## config.mk

```make
export PLATFORM = sky130hd
export DESIGN_NAME = tactile_slip_release_detector_unit
export DESIGN_NICKNAME = d
export VERILOG_FILES = /design/src/rtl/tsrd_pkg.sv /design/src/rtl/tsrd_window_mem.sv /design/src/rtl/tsrd_alu.sv /design/src/rtl/tactile_slip_release_detector_unit.sv
export SDC_FILE = /design/constraint.sdc
export NUM_CORES = 2
export LEC_CHECK = 0
export BUFFER_PORTS_ARGS = -buffer_cell sky130_fd_sc_hd__buf_4
export CAP_MARGIN = 15
export CORE_UTILIZATION = 55
export DETAILED_ROUTE_END_ITERATION = 6
export MAX_ROUTING_LAYER = met4
export PLACE_DENSITY = 0.75
export REMOVE_ABC_BUFFERS = 1
export SYNTH_ARGS = -nofsm -noshare
export SYNTH_HDL_FRONTEND = slang
export SYNTH_SLANG_ARGS = --single-unit
export TNS_END_PERCENT = 1
```

## constraint.sdc

```tcl
create_clock -name clk -period 5.8 [get_ports clk]
set_input_delay 1.74 -clock clk [delete_from_list [all_inputs] [get_ports clk]]
set_output_delay 1.74 -clock clk [all_outputs]
set_load 0.02 [all_outputs]
```

## src/rtl/tsrd_pkg.sv

```systemverilog
package tsrd_pkg;

    localparam int FINGERS    = 5;
    localparam int FIDX_W     = 3;
    localparam int FORCE_BITS = 16;
    localparam int THR_BITS   = 12;
    localparam int THR_ALL_W  = FINGERS * THR_BITS;
    localparam int PADDR_W    = 6;
    localparam int PDATA_W    = 64;

    typedef logic signed [FORCE_BITS-1:0] force_t;
    typedef logic [THR_BITS-1:0]          thr_t;
    typedef logic [FIDX_W-1:0]            fidx_t;
    typedef logic [1:0]                   alu_op_t;
    typedef logic [2:0]                   reg_idx_t;

    typedef struct packed {
        thr_t contact;
        thr_t delta;
        thr_t spread;
    } thr_set_t;

    // shared unit operations
    localparam alu_op_t ALU_NOP   = 2'd0;
    localparam alu_op_t ALU_LOAD  = 2'd1;
    localparam alu_op_t ALU_ACC   = 2'd2;
    localparam alu_op_t ALU_SCALE = 2'd3;

    localparam logic ACT_FORCE = 1'b0;
    localparam logic ACT_STATE = 1'b1;

    localparam logic [2:0] MODE_HOLD_A = 3'd1;
    localparam logic [2:0] MODE_HOLD_B = 3'd2;
    localparam logic [2:0] MODE_OFF    = 3'd3;

    localparam logic [1:0] ST_EVAL       = 2'd0;
    localparam logic [1:0] ST_SUPPRESSED = 2'd1;
    localparam logic [1:0] ST_SKIPPED    = 2'd2;
    localparam logic [1:0] ST_UPDATE     = 2'd3;

    localparam reg_idx_t REG_WINDOW_LENGTH = 3'd0;
    localparam reg_idx_t REG_STARTUP       = 3'd1;
    localparam reg_idx_t REG_COOLDOWN      = 3'd2;
    localparam reg_idx_t REG_POST_GRASP    = 3'd3;
    localparam reg_idx_t REG_CONTACT_THR   = 3'd4;
    localparam reg_idx_t REG_DELTA_THR     = 3'd5;
    localparam reg_idx_t REG_SPREAD_THR    = 3'd6;

    localparam logic [THR_ALL_W-1:0] CONTACT_THR_RST = 60'h050050050050050;
    localparam logic [THR_ALL_W-1:0] DELTA_THR_RST   = 60'h140140140140140;
    localparam logic [THR_ALL_W-1:0] SPREAD_THR_RST  = 60'h050050050050050;

endpackage

```

## src/rtl/tsrd_window_mem.sv

```systemverilog
module tsrd_window_mem #(
    parameter int WINDOW_MAX = 8,
    localparam int HEAD_W = $clog2(WINDOW_MAX)
) (
    input  logic                 clk,
    input  tsrd_pkg::fidx_t      finger,
    input  logic                 wr_en,
    input  logic [HEAD_W-1:0]    wr_idx,
    input  tsrd_pkg::force_t     wr_data,
    input  logic                 rd_en,
    input  logic [HEAD_W-1:0]    rd_idx,
    output tsrd_pkg::force_t     rd_data
);
    import tsrd_pkg::*;

    force_t mem [FINGERS][WINDOW_MAX];
    force_t rd_data_reg;

    always_ff @(posedge clk)
    begin
        if (wr_en)
        begin
            mem[finger][wr_idx] <= wr_data;
        end
        if (rd_en)
        begin
            rd_data_reg <= mem[finger][rd_idx];
        end
    end

    assign rd_data = rd_data_reg;

endmodule

```

## src/rtl/tsrd_alu.sv

```systemverilog
module tsrd_alu #(
    parameter int WINDOW_MAX = 8,
    localparam int LEN_W = $clog2(WINDOW_MAX + 1)
) (
    input  logic                 clk,
    input  tsrd_pkg::alu_op_t    op,
    input  logic [LEN_W-1:0]     len,
    input  tsrd_pkg::force_t     x,
    input  tsrd_pkg::thr_set_t   thr,
    output logic                 fire
);
    import tsrd_pkg::*;

    localparam int SUM_W  = FORCE_BITS + LEN_W;
    localparam int PROD_W = FORCE_BITS + LEN_W + 1;
    localparam int DIFF_W = PROD_W + 1;
    localparam int PD_W   = THR_BITS + LEN_W;
    localparam int FW1    = FORCE_BITS + 1;

    force_t                   force_reg, force_next;
    force_t                   lo_reg, lo_next;
    force_t                   hi_reg, hi_next;
    logic signed [SUM_W-1:0]  sum_reg, sum_next;
    logic signed [PROD_W-1:0] prod_f_reg, prod_f_next;
    logic [PD_W-1:0]          prod_d_reg, prod_d_next;

    logic signed [DIFF_W-1:0] mean_diff;
    logic signed [FW1-1:0]    spread;
    logic                     hit_contact;
    logic                     hit_delta;
    logic                     hit_spread;

    always_comb
    begin
        force_next  = force_reg;
        lo_next     = lo_reg;
        hi_next     = hi_reg;
        sum_next    = sum_reg;
        prod_f_next = prod_f_reg;
        prod_d_next = prod_d_reg;
        unique case (op)
            ALU_LOAD:
            begin
                // newest sample seeds sum, min and max
                force_next = x;
                lo_next    = x;
                hi_next    = x;
                sum_next   = SUM_W'(x);
            end
            ALU_ACC:
            begin
                sum_next = sum_reg + SUM_W'(x);
                lo_next  = (x < lo_reg) ? x : lo_reg;
                hi_next  = (x > hi_reg) ? x : hi_reg;
            end
            ALU_SCALE:
            begin
                prod_f_next = PROD_W'($signed({1'b0, len})) * PROD_W'(force_reg);
                prod_d_next = PD_W'(len) * PD_W'(thr.delta);
            end
            default:
            begin
            end
        endcase
    end

    always_ff @(posedge clk)
    begin
        force_reg  <= force_next;
        lo_reg     <= lo_next;
        hi_reg     <= hi_next;
        sum_reg    <= sum_next;
        prod_f_reg <= prod_f_next;
        prod_d_reg <= prod_d_next;
    end

    // L*force - sum > L*delta stands in for force - mean > delta
    assign mean_diff   = DIFF_W'(prod_f_reg) - DIFF_W'(sum_reg);
    assign spread      = FW1'(hi_reg) - FW1'(lo_reg);
    assign hit_contact = FW1'(force_reg) > $signed(FW1'({1'b0, thr.contact}));
    assign hit_delta   = mean_diff > $signed(DIFF_W'({1'b0, prod_d_reg}));
    assign hit_spread  = spread > $signed(FW1'({1'b0, thr.spread}));
    assign fire        = hit_contact && hit_delta && hit_spread;

endmodule

```

## src/rtl/tactile_slip_release_detector_unit.sv

```systemverilog
// A state update, a suppressed or a skipped frame goes from idle straight to the done state,
// where the result registers when the output is free. An evaluated frame visits the five
// fingers in turn: one not tested takes only the write state, a tested one goes through write,
// read, scale and check; read takes older samples from the single memory read port, one a cycle.
// Throughput: one request at a time, next taken after the result registers (waits on out_ready).
// Reset (rst_n low, async): registers to defaults, windows empty, memory is not cleared.
module tactile_slip_release_detector_unit #(
    parameter int WINDOW_MAX = 8
) (
    input  logic                          clk,
    input  logic                          rst_n,
    input  logic                          in_valid,
    output logic                          in_ready,
    input  logic                          action,
    input  tsrd_pkg::force_t              force_thumb,
    input  tsrd_pkg::force_t              force_index,
    input  tsrd_pkg::force_t              force_middle,
    input  tsrd_pkg::force_t              force_ring,
    input  tsrd_pkg::force_t              force_little,
    input  logic [2:0]                    new_grasp_state,
    output logic                          out_valid,
    input  logic                          out_ready,
    output logic [4:0]                    release_mask,
    output logic [1:0]                    status,
    input  logic                          psel,
    input  logic                          penable,
    input  logic                          pwrite,
    input  logic [tsrd_pkg::PADDR_W-1:0]  paddr,
    input  logic [tsrd_pkg::PDATA_W-1:0]  pwdata,
    output logic [tsrd_pkg::PDATA_W-1:0]  prdata,
    output logic                          pready
);
    import tsrd_pkg::*;

    localparam int HEAD_W = $clog2(WINDOW_MAX);
    localparam int LEN_W  = $clog2(WINDOW_MAX + 1);
    localparam logic [4:0] WIN_MAX5 = 5'(WINDOW_MAX);

    localparam logic [2:0] S_IDLE  = 3'd0;
    localparam logic [2:0] S_WRITE = 3'd1;
    localparam logic [2:0] S_READ  = 3'd2;
    localparam logic [2:0] S_SCALE = 3'd3;
    localparam logic [2:0] S_CHECK = 3'd4;
    localparam logic [2:0] S_DONE  = 3'd5;

    logic [3:0]           window_length_reg, window_length_next;
    logic [15:0]          startup_frames_reg, startup_frames_next;
    logic [7:0]           cooldown_frames_reg, cooldown_frames_next;
    logic [15:0]          post_grasp_frames_reg, post_grasp_frames_next;
    logic [THR_ALL_W-1:0] contact_thr_reg, contact_thr_next;
    logic [THR_ALL_W-1:0] delta_thr_reg, delta_thr_next;
    logic [THR_ALL_W-1:0] spread_thr_reg, spread_thr_next;

    logic [2:0]           grasp_mode_reg, grasp_mode_next;
    logic [15:0]          post_left_reg, post_left_next;
    logic [15:0]          frame_count_reg, frame_count_next;
    logic [LEN_W-1:0]     fill_reg [FINGERS];
    logic [LEN_W-1:0]     fill_next [FINGERS];
    logic [HEAD_W-1:0]    head_reg [FINGERS];
    logic [HEAD_W-1:0]    head_next [FINGERS];
    logic [7:0]           cooldown_reg [FINGERS];
    logic [7:0]           cooldown_next [FINGERS];
    force_t               force_reg [FINGERS];

    logic [2:0]           state_reg, state_next;
    fidx_t                finger_reg, finger_next;
    logic [HEAD_W-1:0]    rd_idx_reg, rd_idx_next;
    logic [LEN_W-1:0]     remain_reg, remain_next;
    logic                 rd_pend_reg, rd_pend_next;
    logic [4:0]           mask_work_reg, mask_work_next;
    logic [1:0]           status_work_reg, status_work_next;
    logic                 out_valid_reg, out_valid_next;
    logic [4:0]           release_mask_reg, release_mask_next;
    logic [1:0]           status_reg, status_next;

    logic [4:0]           len5;
    logic [LEN_W-1:0]     len_eff;
    logic [LEN_W:0]       fill_inc;
    logic [LEN_W-1:0]     fill_new;
    logic [7:0]           cd_new;
    logic [HEAD_W-1:0]    head_cur;
    logic                 last_finger;
    logic                 cfg_wr;
    reg_idx_t             cfg_idx;

    logic                 mem_wr_en;
    logic                 mem_rd_en;
    force_t               mem_rdata;
    alu_op_t              alu_op;
    force_t               alu_x;
    thr_set_t             thr;
    logic                 alu_fire;

    function automatic logic [HEAD_W-1:0] idx_dec(input logic [HEAD_W-1:0] i);
        return (i == '0) ? HEAD_W'(WINDOW_MAX - 1) : i - 1'b1;
    endfunction

    assign len5 = (window_length_reg == '0) ? 5'd1 :
                  (({1'b0, window_length_reg} > WIN_MAX5) ? WIN_MAX5 : {1'b0, window_length_reg});
    assign len_eff = LEN_W'(len5);

    assign head_cur    = head_reg[finger_reg];
    assign fill_inc    = {1'b0, fill_reg[finger_reg]} + 1'b1;
    assign fill_new    = (fill_inc > {1'b0, len_eff}) ? len_eff : fill_inc[LEN_W-1:0];
    assign cd_new      = (cooldown_reg[finger_reg] != '0) ? cooldown_reg[finger_reg] - 1'b1 : '0;
    assign last_finger = (finger_reg == fidx_t'(FINGERS - 1));

    assign cfg_wr  = psel && penable && pwrite;
    assign cfg_idx = paddr[PADDR_W-1:3];

    assign thr.contact = contact_thr_reg[THR_BITS*finger_reg +: THR_BITS];
    assign thr.delta   = delta_thr_reg[THR_BITS*finger_reg +: THR_BITS];
    assign thr.spread  = spread_thr_reg[THR_BITS*finger_reg +: THR_BITS];
    assign alu_x       = (state_reg == S_READ) ? mem_rdata : force_reg[finger_reg];

    always_comb
    begin
        window_length_next     = window_length_reg;
        startup_frames_next    = startup_frames_reg;
        cooldown_frames_next   = cooldown_frames_reg;
        post_grasp_frames_next = post_grasp_frames_reg;
        contact_thr_next       = contact_thr_reg;
        delta_thr_next         = delta_thr_reg;
        spread_thr_next        = spread_thr_reg;
        if (cfg_wr)
        begin
            unique case (cfg_idx)
                REG_WINDOW_LENGTH: window_length_next     = pwdata[3:0];
                REG_STARTUP:       startup_frames_next    = pwdata[15:0];
                REG_COOLDOWN:      cooldown_frames_next   = pwdata[7:0];
                REG_POST_GRASP:    post_grasp_frames_next = pwdata[15:0];
                REG_CONTACT_THR:   contact_thr_next       = pwdata[THR_ALL_W-1:0];
                REG_DELTA_THR:     delta_thr_next         = pwdata[THR_ALL_W-1:0];
                REG_SPREAD_THR:    spread_thr_next        = pwdata[THR_ALL_W-1:0];
                default:
                begin
                end
            endcase
        end
    end

    always_comb
    begin
        unique case (cfg_idx)
            REG_WINDOW_LENGTH: prdata = PDATA_W'(window_length_reg);
            REG_STARTUP:       prdata = PDATA_W'(startup_frames_reg);
            REG_COOLDOWN:      prdata = PDATA_W'(cooldown_frames_reg);
            REG_POST_GRASP:    prdata = PDATA_W'(post_grasp_frames_reg);
            REG_CONTACT_THR:   prdata = PDATA_W'(contact_thr_reg);
            REG_DELTA_THR:     prdata = PDATA_W'(delta_thr_reg);
            REG_SPREAD_THR:    prdata = PDATA_W'(spread_thr_reg);
            default:           prdata = '0;
        endcase
    end

    always_comb
    begin
        state_next        = state_reg;
        grasp_mode_next   = grasp_mode_reg;
        post_left_next    = post_left_reg;
        frame_count_next  = frame_count_reg;
        fill_next         = fill_reg;
        head_next         = head_reg;
        cooldown_next     = cooldown_reg;
        finger_next       = finger_reg;
        rd_idx_next       = rd_idx_reg;
        remain_next       = remain_reg;
        rd_pend_next      = 1'b0;
        mask_work_next    = mask_work_reg;
        status_work_next  = status_work_reg;
        out_valid_next    = out_valid_reg;
        release_mask_next = release_mask_reg;
        status_next       = status_reg;
        mem_wr_en         = 1'b0;
        mem_rd_en         = 1'b0;
        alu_op            = ALU_NOP;

        if (out_valid_reg && out_ready)
        begin
            out_valid_next = 1'b0;
        end

        unique case (state_reg)
            S_IDLE:
            begin
                if (in_valid)
                begin
                    mask_work_next = '0;
                    priority if (action == ACT_STATE)
                    begin
                        if (grasp_mode_reg == MODE_HOLD_A && new_grasp_state == MODE_HOLD_B)
                        begin
                            post_left_next = post_grasp_frames_reg;
                        end
                        grasp_mode_next = new_grasp_state;
                        for (int f = 0; f < FINGERS; f++)
                        begin
                            fill_next[f] = '0;
                            head_next[f] = '0;
                        end
                        status_work_next = ST_UPDATE;
                        state_next       = S_DONE;
                    end
                    else if (grasp_mode_reg == MODE_HOLD_A || grasp_mode_reg == MODE_OFF)
                    begin
                        status_work_next = ST_SUPPRESSED;
                        state_next       = S_DONE;
                    end
                    else if (post_left_reg != '0)
                    begin
                        post_left_next   = post_left_reg - 1'b1;
                        status_work_next = ST_SKIPPED;
                        state_next       = S_DONE;
                    end
                    else
                    begin
                        if (frame_count_reg != '1)
                        begin
                            frame_count_next = frame_count_reg + 1'b1;
                        end
                        status_work_next = ST_EVAL;
                        finger_next      = '0;
                        state_next       = S_WRITE;
                    end
                end
            end
            S_WRITE:
            begin
                mem_wr_en                 = 1'b1;
                head_next[finger_reg]     = (head_cur == HEAD_W'(WINDOW_MAX - 1)) ?
                                            '0 : head_cur + 1'b1;
                fill_next[finger_reg]     = fill_new;
                cooldown_next[finger_reg] = cd_new;
                if (frame_count_reg >= startup_frames_reg && fill_new == len_eff
                    && cd_new == '0)
                begin
                    alu_op      = ALU_LOAD;
                    rd_idx_next = idx_dec(head_cur);
                    remain_next = len_eff - 1'b1;
                    state_next  = S_READ;
                end
                else if (last_finger)
                begin
                    state_next = S_DONE;
                end
                else
                begin
                    finger_next = finger_reg + 1'b1;
                end
            end
            S_READ:
            begin
                // reads issue back to back, data lands in the following cycle
                if (remain_reg != '0)
                begin
                    mem_rd_en    = 1'b1;
                    rd_idx_next  = idx_dec(rd_idx_reg);
                    remain_next  = remain_reg - 1'b1;
                    rd_pend_next = 1'b1;
                end
                if (rd_pend_reg)
                begin
                    alu_op = ALU_ACC;
                end
                // last sample folds in on the way out
                if (remain_reg == '0)
                begin
                    state_next = S_SCALE;
                end
            end
            S_SCALE:
            begin
                alu_op     = ALU_SCALE;
                state_next = S_CHECK;
            end
            S_CHECK:
            begin
                if (alu_fire)
                begin
                    mask_work_next[finger_reg] = 1'b1;
                    cooldown_next[finger_reg]  = cooldown_frames_reg;
                end
                if (last_finger)
                begin
                    state_next = S_DONE;
                end
                else
                begin
                    finger_next = finger_reg + 1'b1;
                    state_next  = S_WRITE;
                end
            end
            S_DONE:
            begin
                if (!out_valid_reg || out_ready)
                begin
                    out_valid_next    = 1'b1;
                    release_mask_next = mask_work_reg;
                    status_next       = status_work_reg;
                    state_next        = S_IDLE;
                end
            end
            default:
            begin
                state_next = S_IDLE;
            end
        endcase
    end

    always_ff @(posedge clk or negedge rst_n)
    begin
        if (!rst_n)
        begin
            window_length_reg     <= 4'd3;
            startup_frames_reg    <= 16'd20;
            cooldown_frames_reg   <= 8'd5;
            post_grasp_frames_reg <= '0;
            contact_thr_reg       <= CONTACT_THR_RST;
            delta_thr_reg         <= DELTA_THR_RST;
            spread_thr_reg        <= SPREAD_THR_RST;
            grasp_mode_reg        <= '0;
            post_left_reg         <= '0;
            frame_count_reg       <= '0;
            for (int f = 0; f < FINGERS; f++)
            begin
                fill_reg[f]     <= '0;
                head_reg[f]     <= '0;
                cooldown_reg[f] <= '0;
            end
            state_reg             <= S_IDLE;
            finger_reg            <= '0;
            rd_idx_reg            <= '0;
            remain_reg            <= '0;
            rd_pend_reg           <= 1'b0;
            mask_work_reg         <= '0;
            status_work_reg       <= ST_EVAL;
            out_valid_reg         <= 1'b0;
            release_mask_reg      <= '0;
            status_reg            <= ST_EVAL;
        end
        else
        begin
            window_length_reg     <= window_length_next;
            startup_frames_reg    <= startup_frames_next;
            cooldown_frames_reg   <= cooldown_frames_next;
            post_grasp_frames_reg <= post_grasp_frames_next;
            contact_thr_reg       <= contact_thr_next;
            delta_thr_reg         <= delta_thr_next;
            spread_thr_reg        <= spread_thr_next;
            grasp_mode_reg        <= grasp_mode_next;
            post_left_reg         <= post_left_next;
            frame_count_reg       <= frame_count_next;
            fill_reg              <= fill_next;
            head_reg              <= head_next;
            cooldown_reg          <= cooldown_next;
            state_reg             <= state_next;
            finger_reg            <= finger_next;
            rd_idx_reg            <= rd_idx_next;
            remain_reg            <= remain_next;
            rd_pend_reg           <= rd_pend_next;
            mask_work_reg         <= mask_work_next;
            status_work_reg       <= status_work_next;
            out_valid_reg         <= out_valid_next;
            release_mask_reg      <= release_mask_next;
            status_reg            <= status_next;
        end
    end

    always_ff @(posedge clk)
    begin
        if (in_valid && in_ready)
        begin
            force_reg[0] <= force_thumb;
            force_reg[1] <= force_index;
            force_reg[2] <= force_middle;
            force_reg[3] <= force_ring;
            force_reg[4] <= force_little;
        end
    end

    tsrd_window_mem #(
        .WINDOW_MAX (WINDOW_MAX)
    ) u_window_mem (
        .clk     (clk),
        .finger  (finger_reg),
        .wr_en   (mem_wr_en),
        .wr_idx  (head_cur),
        .wr_data (force_reg[finger_reg]),
        .rd_en   (mem_rd_en),
        .rd_idx  (rd_idx_reg),
        .rd_data (mem_rdata)
    );

    tsrd_alu #(
        .WINDOW_MAX (WINDOW_MAX)
    ) u_alu (
        .clk  (clk),
        .op   (alu_op),
        .len  (len_eff),
        .x    (alu_x),
        .thr  (thr),
        .fire (alu_fire)
    );

    assign in_ready     = (state_reg == S_IDLE);
    assign out_valid    = out_valid_reg;
    assign release_mask = release_mask_reg;
    assign status       = status_reg;
    assign pready       = 1'b1;

endmodule

```

---- Word-level counts from Yosys, hierarchy flattened ----
Memories as Yosys holds them, arrays and structs flattened.
Cells that the tools add are included.
Widths: inputs -> output; s select.
word-level totals
  register bits ........................... 484
  memory bits (writable) .................. 720
  input bits .............................. 161
  output and inout port bits .............. 74
  word-level logic and storage cells ...... 268
  memories kept ........................... 2
cells by class
  $add $sub $neg .......................... 13
  $mul .................................... 3
  $lt $le $gt $ge ......................... 15
  equality and inequality tests ........... 37
  shift-type cells ........................ 3
  multiplexer cells ....................... 94
  bitwise logic cells ..................... 7
  reductions and logical operators ........ 52
memories
  name              words  width  rd ports  clocked after Yosys merged registers in  write ports  RTL line                                  RTL
  u_window_mem.mem  5      128    1         0                                        1            tsrd_window_mem.sv:16                     force_t mem [FINGERS][WINDOW_MAX];
  force_reg         5      16     1         0                                        5            tactile_slip_release_detector_unit.sv:63  force_t force_reg [FINGERS];
operators by type and width
  cell                number
  $pmux 60 s7         1
  $shiftx 60x8->12    3
  $mux 16             10
  $mux 128            1
  $bwmux 40           2
  $pmux 20 s2         2
  $pmux 40 s2         1
  $mux 3              23
  $pmux 16 s2         2
  $bmux 16 s3         1
  $demux 16 s3        1
  $mux 20             2
  $mux 40             1
  $mux 4              8
  $mux 8              4
  $mux 15             2
  $pmux 15 s2         1
  $bmux 8 s3          1
  $demux 8 s3         1
  $reduce_and 2->1    12
  $gt 22x17->1        1
  $sub 21x20->22      1
  $eq 3x3->1 const B  7
  $mul 5x16->21       1
  other kinds (65)    135

---- Longest topological paths before layout ----
  word-level depth ........................ 15
  mapped depth ............................ 25
  gate-level depth less buffers ........... 20

---- By module ----
A second synthesis with hierarchy kept.
second synthesis, totals
  cells, all modules ...................... 4466
  area total of the unflattened synthesis .. 59214.3 um^2
modules (own cells, without submodules)
  module                              instances  cells an instance  area an instance (um^2)  seq. area each (um^2)
  tsrd_window_mem                     1          1200               25187.9                  19698.9
  tactile_slip_release_detector_unit  1          2050               22526.6                  11531.1
  tsrd_alu                            1          1216               11499.8                  3153.0

---- Least setup slack after synthesis ----
Ideal clock, no wire load.
  path kind ............................... reg2reg
  start ................................... reg finger_reg[1]
  end ..................................... reg u_alu.sum_reg[18], data pin
  setup time .............................. 0.272 ns
  arrival ................................. 5.875 ns
  required time ........................... 5.528 ns
  setup slack ............................. -0.347 ns
  stages on the path, launching flop included .. 21
  path buffers ............................ 6
  period minus slack after synthesis ...... 6.147 ns
  path through ............................ dfrtp_1 buf_6 buf_6 buf_2 buf_2 buf_2 buf_2 a31oi_1 o21ai_0 nor2_1 nor2_1 ha_1 nor2b_1 o21ai_0 a21boi_0 o2111ai_1 a31oi_1 a41o_1 o21bai_1 mux2i_1 or4_1
RTL lines
  item                               RTL line                                   RTL
  from (decl)                        tactile_slip_release_detector_unit.sv:66   fidx_t finger_reg, finger_next;
  from (signal assigned)             tactile_slip_release_detector_unit.sv:357  finger_reg <= finger_next;
  $mem_v2 5x16                       --
  named net u_window_mem.wr_data[2]  tsrd_window_mem.sv:9                       input tsrd_pkg::force_t wr_data,
  $mux 16                            tactile_slip_release_detector_unit.sv:114  assign alu_x = (state_reg == S_READ) ? mem_rdata : force_reg[finger_reg];
  named net alu_x[2]                 tactile_slip_release_detector_unit.sv:90   force_t alu_x;
  $add 20x16->20                     tsrd_alu.sv:52                             sum_next = sum_reg + SUM_W'(x);
  $pmux 20 s2                        tsrd_alu.sv:41                             unique case (op)
  named net u_alu.sum_next[18]       tsrd_alu.sv:23                             logic signed [SUM_W-1:0] sum_reg, sum_next;
  to (signal assigned)               tsrd_alu.sv:72                             sum_reg <= sum_next;
  to (decl)                          tsrd_alu.sv:23
The timed path passes the listed nets, and every way through them passes these cells. The select of a mux whose other input is x is not followed.
A chain may end at the register's enable or synchronous reset.

---- Final worst setup path ----
  start ................................... reg finger_reg[1]
  end ..................................... reg u_alu.sum_reg[18], data pin
on the way
  word-level cells in the longest chain between the ends .. 14
ends and longest elaborated chain
  item                                             RTL line                                                                              RTL
  $not 3->4 (not written as such)                  tactile_slip_release_detector_unit.sv:103, tactile_slip_release_detector_unit.sv:105
  $bmux 4 s3                                       tactile_slip_release_detector_unit.sv:103                                             assign fill_inc = {1'b0, fill_reg[finger_reg]} + 1'b1;
  $mux 4 (not written as such) (2 in series)       tactile_slip_release_detector_unit.sv:103
  $add 4x1->5                                      tactile_slip_release_detector_unit.sv:103
  $gt 5x4->1                                       tactile_slip_release_detector_unit.sv:104                                             assign fill_new = (fill_inc > {1'b0, len_eff}) ? len_eff : fill_inc[LEN_W-1:0];
  $mux 4                                           tactile_slip_release_detector_unit.sv:104
  $eq 4x4->1                                       tactile_slip_release_detector_unit.sv:234                                             if (frame_count_reg >= startup_frames_reg && fill_new == len_eff
  $logic_and 1x1->1                                tactile_slip_release_detector_unit.sv:234
  $logic_and 1x1->1                                tactile_slip_release_detector_unit.sv:235                                             && cd_new == '0)
  $mux 1                                           tactile_slip_release_detector_unit.sv:234
  $pmux 2 s3                                       tactile_slip_release_detector_unit.sv:183                                             unique case (state_reg)
  $eq 2x2->1 / $eq 2x1->1 (equally long branches)  tsrd_alu.sv:41
  $pmux 20 s2 (*)                                  tsrd_alu.sv:41
  named net u_alu.sum_next[18]                     tsrd_alu.sv:23
The timed path passes the listed nets; every way through them passes the cells marked *. The select of a mux whose other input is x is not followed.

==> impl_results.md <==
- Hold Startpoint: head_reg[4]$_DFFE_PN0P_
- Maximum clock frequency: 178 MHz
- Most frequent cell after synthesis: edfxtp_1
- Least-Margin Pin Slew: 1.07 ns
- Synthesized cell area: 60200 µm²
- EDFF count, synth: 841
- Worst slew margin: 28.2%
- Status: completed
- First-pass GRT wire length: 247 mm
- Resized cells post-CTS: 0
- CTS tree: built
- CP Launch Point: finger_reg[1]$_DFFE_PN0P_
- DRT antenna net count: 0
- Die X: 333 µm
- Cts bufs inserted: 121
- Slew Limit Fails: 0
- Layout area overhead: 13.1%
- Root cell of the clock tree: clkbuf_16
- PD cells: 477 nW/µm²
- Core box area: 109000 µm²
- Yosys cell types: 98
- Max FFs per register: 640
- Worst EP required: 6.25 ns
- RD Place Congestion: 0.915
- Share of layout cells above drive strength 1: 20.0%
- Skew final: 0.0561 ns
- Initial antenna violation count: 1
- Syn Area/Cell: 12.6 µm²
- Worst-skew pair later-pin latency: 0.75 ns
- Seq. cell area: 34400 µm²
- # clock sinks: 1204
- # diodes: 0
- Clock buffer depth: 3
- Fill count: 8102
- Final #Nets: 5480
- Vias: 41600
- Post-synthesis async set-or-reset flop share: 30.1%
- Clock transition at the registers of the reported paths: 0.06 ns
- Pin count of the biggest net entering global routing: 143
- Area of the multi-input gates: 24000 µm²
- RSZ-0062 raised after global routing: no
- Wire per inst: 24.8 µm
- Cell count after synthesis: 4766
- DR iter-0 viols: 4543
- Area contributors post-synth: edfxtp_1, dfrtp_1, mux2_2, ha_1, mux2i_1
- Max VDD drop: 0.438 mV
- Hold Vio Cnt, Final: 0
- Finish-stage setup viols: 0
- Seq/Total Area, Yosys: 57.1%
- Htree depth: 3
- Synth area leader: edfxtp_1
- Pre-CTS setup slack: 0.363 ns
- P_leak: 0.0264 µW
- Final wirelength: 163 mm
- # IOs: 235
- #FFs+latches synth: 1204
- Crit path setup slack, layout: 0.175 ns
- Startpoint Class: register
- WP data arrival: 6.07 ns
- Ys flop type: edfxtp_1
- Tmin final: 5.62 ns
- Die H: 333 µm
- Vias/cell: 6.34
- Tot GR Track Use: 30.1%
- CP endpoint kind: register
- Hpwl dp: 109 mm
- Row cnt: 121
- YS warnings: 0
- Top cells by count, synth: edfxtp_1, nor2_1, dfrtp_1
- # port buffers: 222
- Final worst path period share: 97.0%
- Die area: 111000 µm²
- # hold bufs at CTS: 0
- Vias in the first global route: 41100
- Critical path class: reg -> reg
- Worst reg2reg startpoint: finger_reg[1]$_DFFE_PN0P_
- Synth top area share: 41.9%
- Starting Density: 55.4%
- Setup TNS: 0 ns
- DRC violations left: 0
- Hold Path Class: reg -> reg
- CP Max Fanout: 19
- Maxcap violations: 0
- Post-CTS Setup Repair Bufs: 0
- Grt total ovfl: 0
- Drt first pass iters: 7
==> cell families (layout without fill, tap and decap cells) <==
kind of cell / count (synthesis) / in the layout / synth area share, %
flops: 1204 / 1204 / 57.1
simple gates: 1143 / 1143 / 9.10
compound gates: 992 / 992 / 11.0
mux: 567 / 567 / 11.7
buf+inv: 490 / 866 / 3.29
fa+ha+maj: 280 / 280 / 6.51
xor+xnor: 88 / 88 / 1.30
other cells: 2 / 5 / 0.0125
==> where the power goes <==
| part | internal [µW] | leakage (µW) | switching (µW) |
|---|---|---|---|
| combinational | 4480 | 0.0125 | 8260 |
| sequential | 11500 | 0.0121 | 597 |
| clock | 4230 | 0.00189 | 3420 |
==> layout make-up <==
class	count	area share [%]
Clock buffer	162	4.82
Clock inverter	67	0.903
Inverter	233	1.29
Multi-Input combinational cell	3075	35.3
Sequential cell	1204	50.5
Tap cell	1414	2.60
Timing Repair Buffer	404	4.66
==> through the flow <==
| step | util, % | power, µW | cells | cell area [µm²] | hold slack [ns] |
|---|---|---|---|---|---|
| 2_1_floorplan | - | 20300 | 4512 | 59100 | 0.444 |
| 3_3_place_gp | 59.1 | 24400 | 6330 | 64200 | 0.458 |
| 3_5_place_dp | 59.1 | 24700 | 6330 | 64200 | 0.470 |
| 4_1_cts | 62.7 | 32400 | 6559 | 68100 | 0.483 |
| 5_1_grt | 62.7 | 33900 | 6559 | 68100 | 0.500 |
| 6_report | 62.7 | 32500 | 6559 | 68100 | 0.481 |
==> layer usage <==
layer / GRT usage (%) / part of all wire, %
met1: 38.8 / 40
met2: 47.4 / 47
met3: 4.79 / 8.3
met4: 12.8 / 4.6
met5: - / 0
==> worst paths after layout <==
path	end	slack (ns)	cells after the start
worst max-delay path	u_alu.sum_reg[18]$_DFFE_PP_	0.18	18
worst min-delay path	head_reg[4]$_DFFE_PN0P_	0.48	2
worst max register to register	u_alu.sum_reg[18]$_DFFE_PP_	0.18	18
worst min register to register	head_reg[4]$_DFFE_PN0P_	0.48	2
max in group asynchronous	spread_thr_reg[17]$_DFFE_PN0P_	3.70	2
min in group asynchronous	spread_thr_reg[35]$_DFFE_PN0P_	0.95	1
==> critical path, stage by stage (launching register included) <==
cell and delay [ns]:
dfrtp_4 0.66, clkinv_1 0.46, a22oi_1 0.29, o22a_1 0.22, inv_1 0.11, ha_1 0.36, ha_1 0.33, nor2b_1 0.15
o21a_1 0.17, o21a_1 0.16, o21ai_0 0.27, o31ai_1 0.29, a211oi_4 0.28, nor2_1 0.11, o21ai_0 0.15, buf_4 0.16
ha_1 0.42, nor2_1 0.19, or4_1 0.55
==> cells in the final DEF, fill, tap and decap left out, types with 19 or more instances in the layout <==
cell type | Yosys | routed
nand3_1 | 85 | 85
fa_1 | 56 | 56
nand2b_1 | 23 | 23
a222oi_1 | 37 | 37
o21ai_0 | 195 | 188
xor2_1 | 22 | 22
nand4_1 | 26 | 26
o211ai_1 | 20 | 20
ha_1 | 224 | 223
a21oi_1 | 278 | 278
dfrtp_1 | 327 | 323
buf_4 | 12 | 392
o21a_1 | 36 | 36
nor2_1 | 403 | 392
a22o_1 | 29 | 29
o22ai_1 | 19 | 19
nor3_1 | 50 | 50
and2_1 | 94 | 94
a221oi_1 | 66 | 66
clkinv_1 | 6 | 21
nand2_1 | 262 | 262
clkbuf_1 | 162 | 32
dfstp_2 | 36 | 36
mux2i_1 | 227 | 227
or4_1 | 30 | 30
a22oi_1 | 91 | 91
or3_1 | 22 | 22
a21o_1 | 53 | 53
inv_1 | 226 | 224
clkinv_2 | 0 | 29
mux4_2 | 83 | 83
clkbuf_16 | 0 | 122
a211oi_1 | 26 | 26
xnor2_1 | 65 | 65
a31oi_1 | 22 | 22
nor2b_1 | 74 | 72
edfxtp_1 | 841 | 841
mux2_2 | 252 | 252
(Power assumes the default switching activity.)
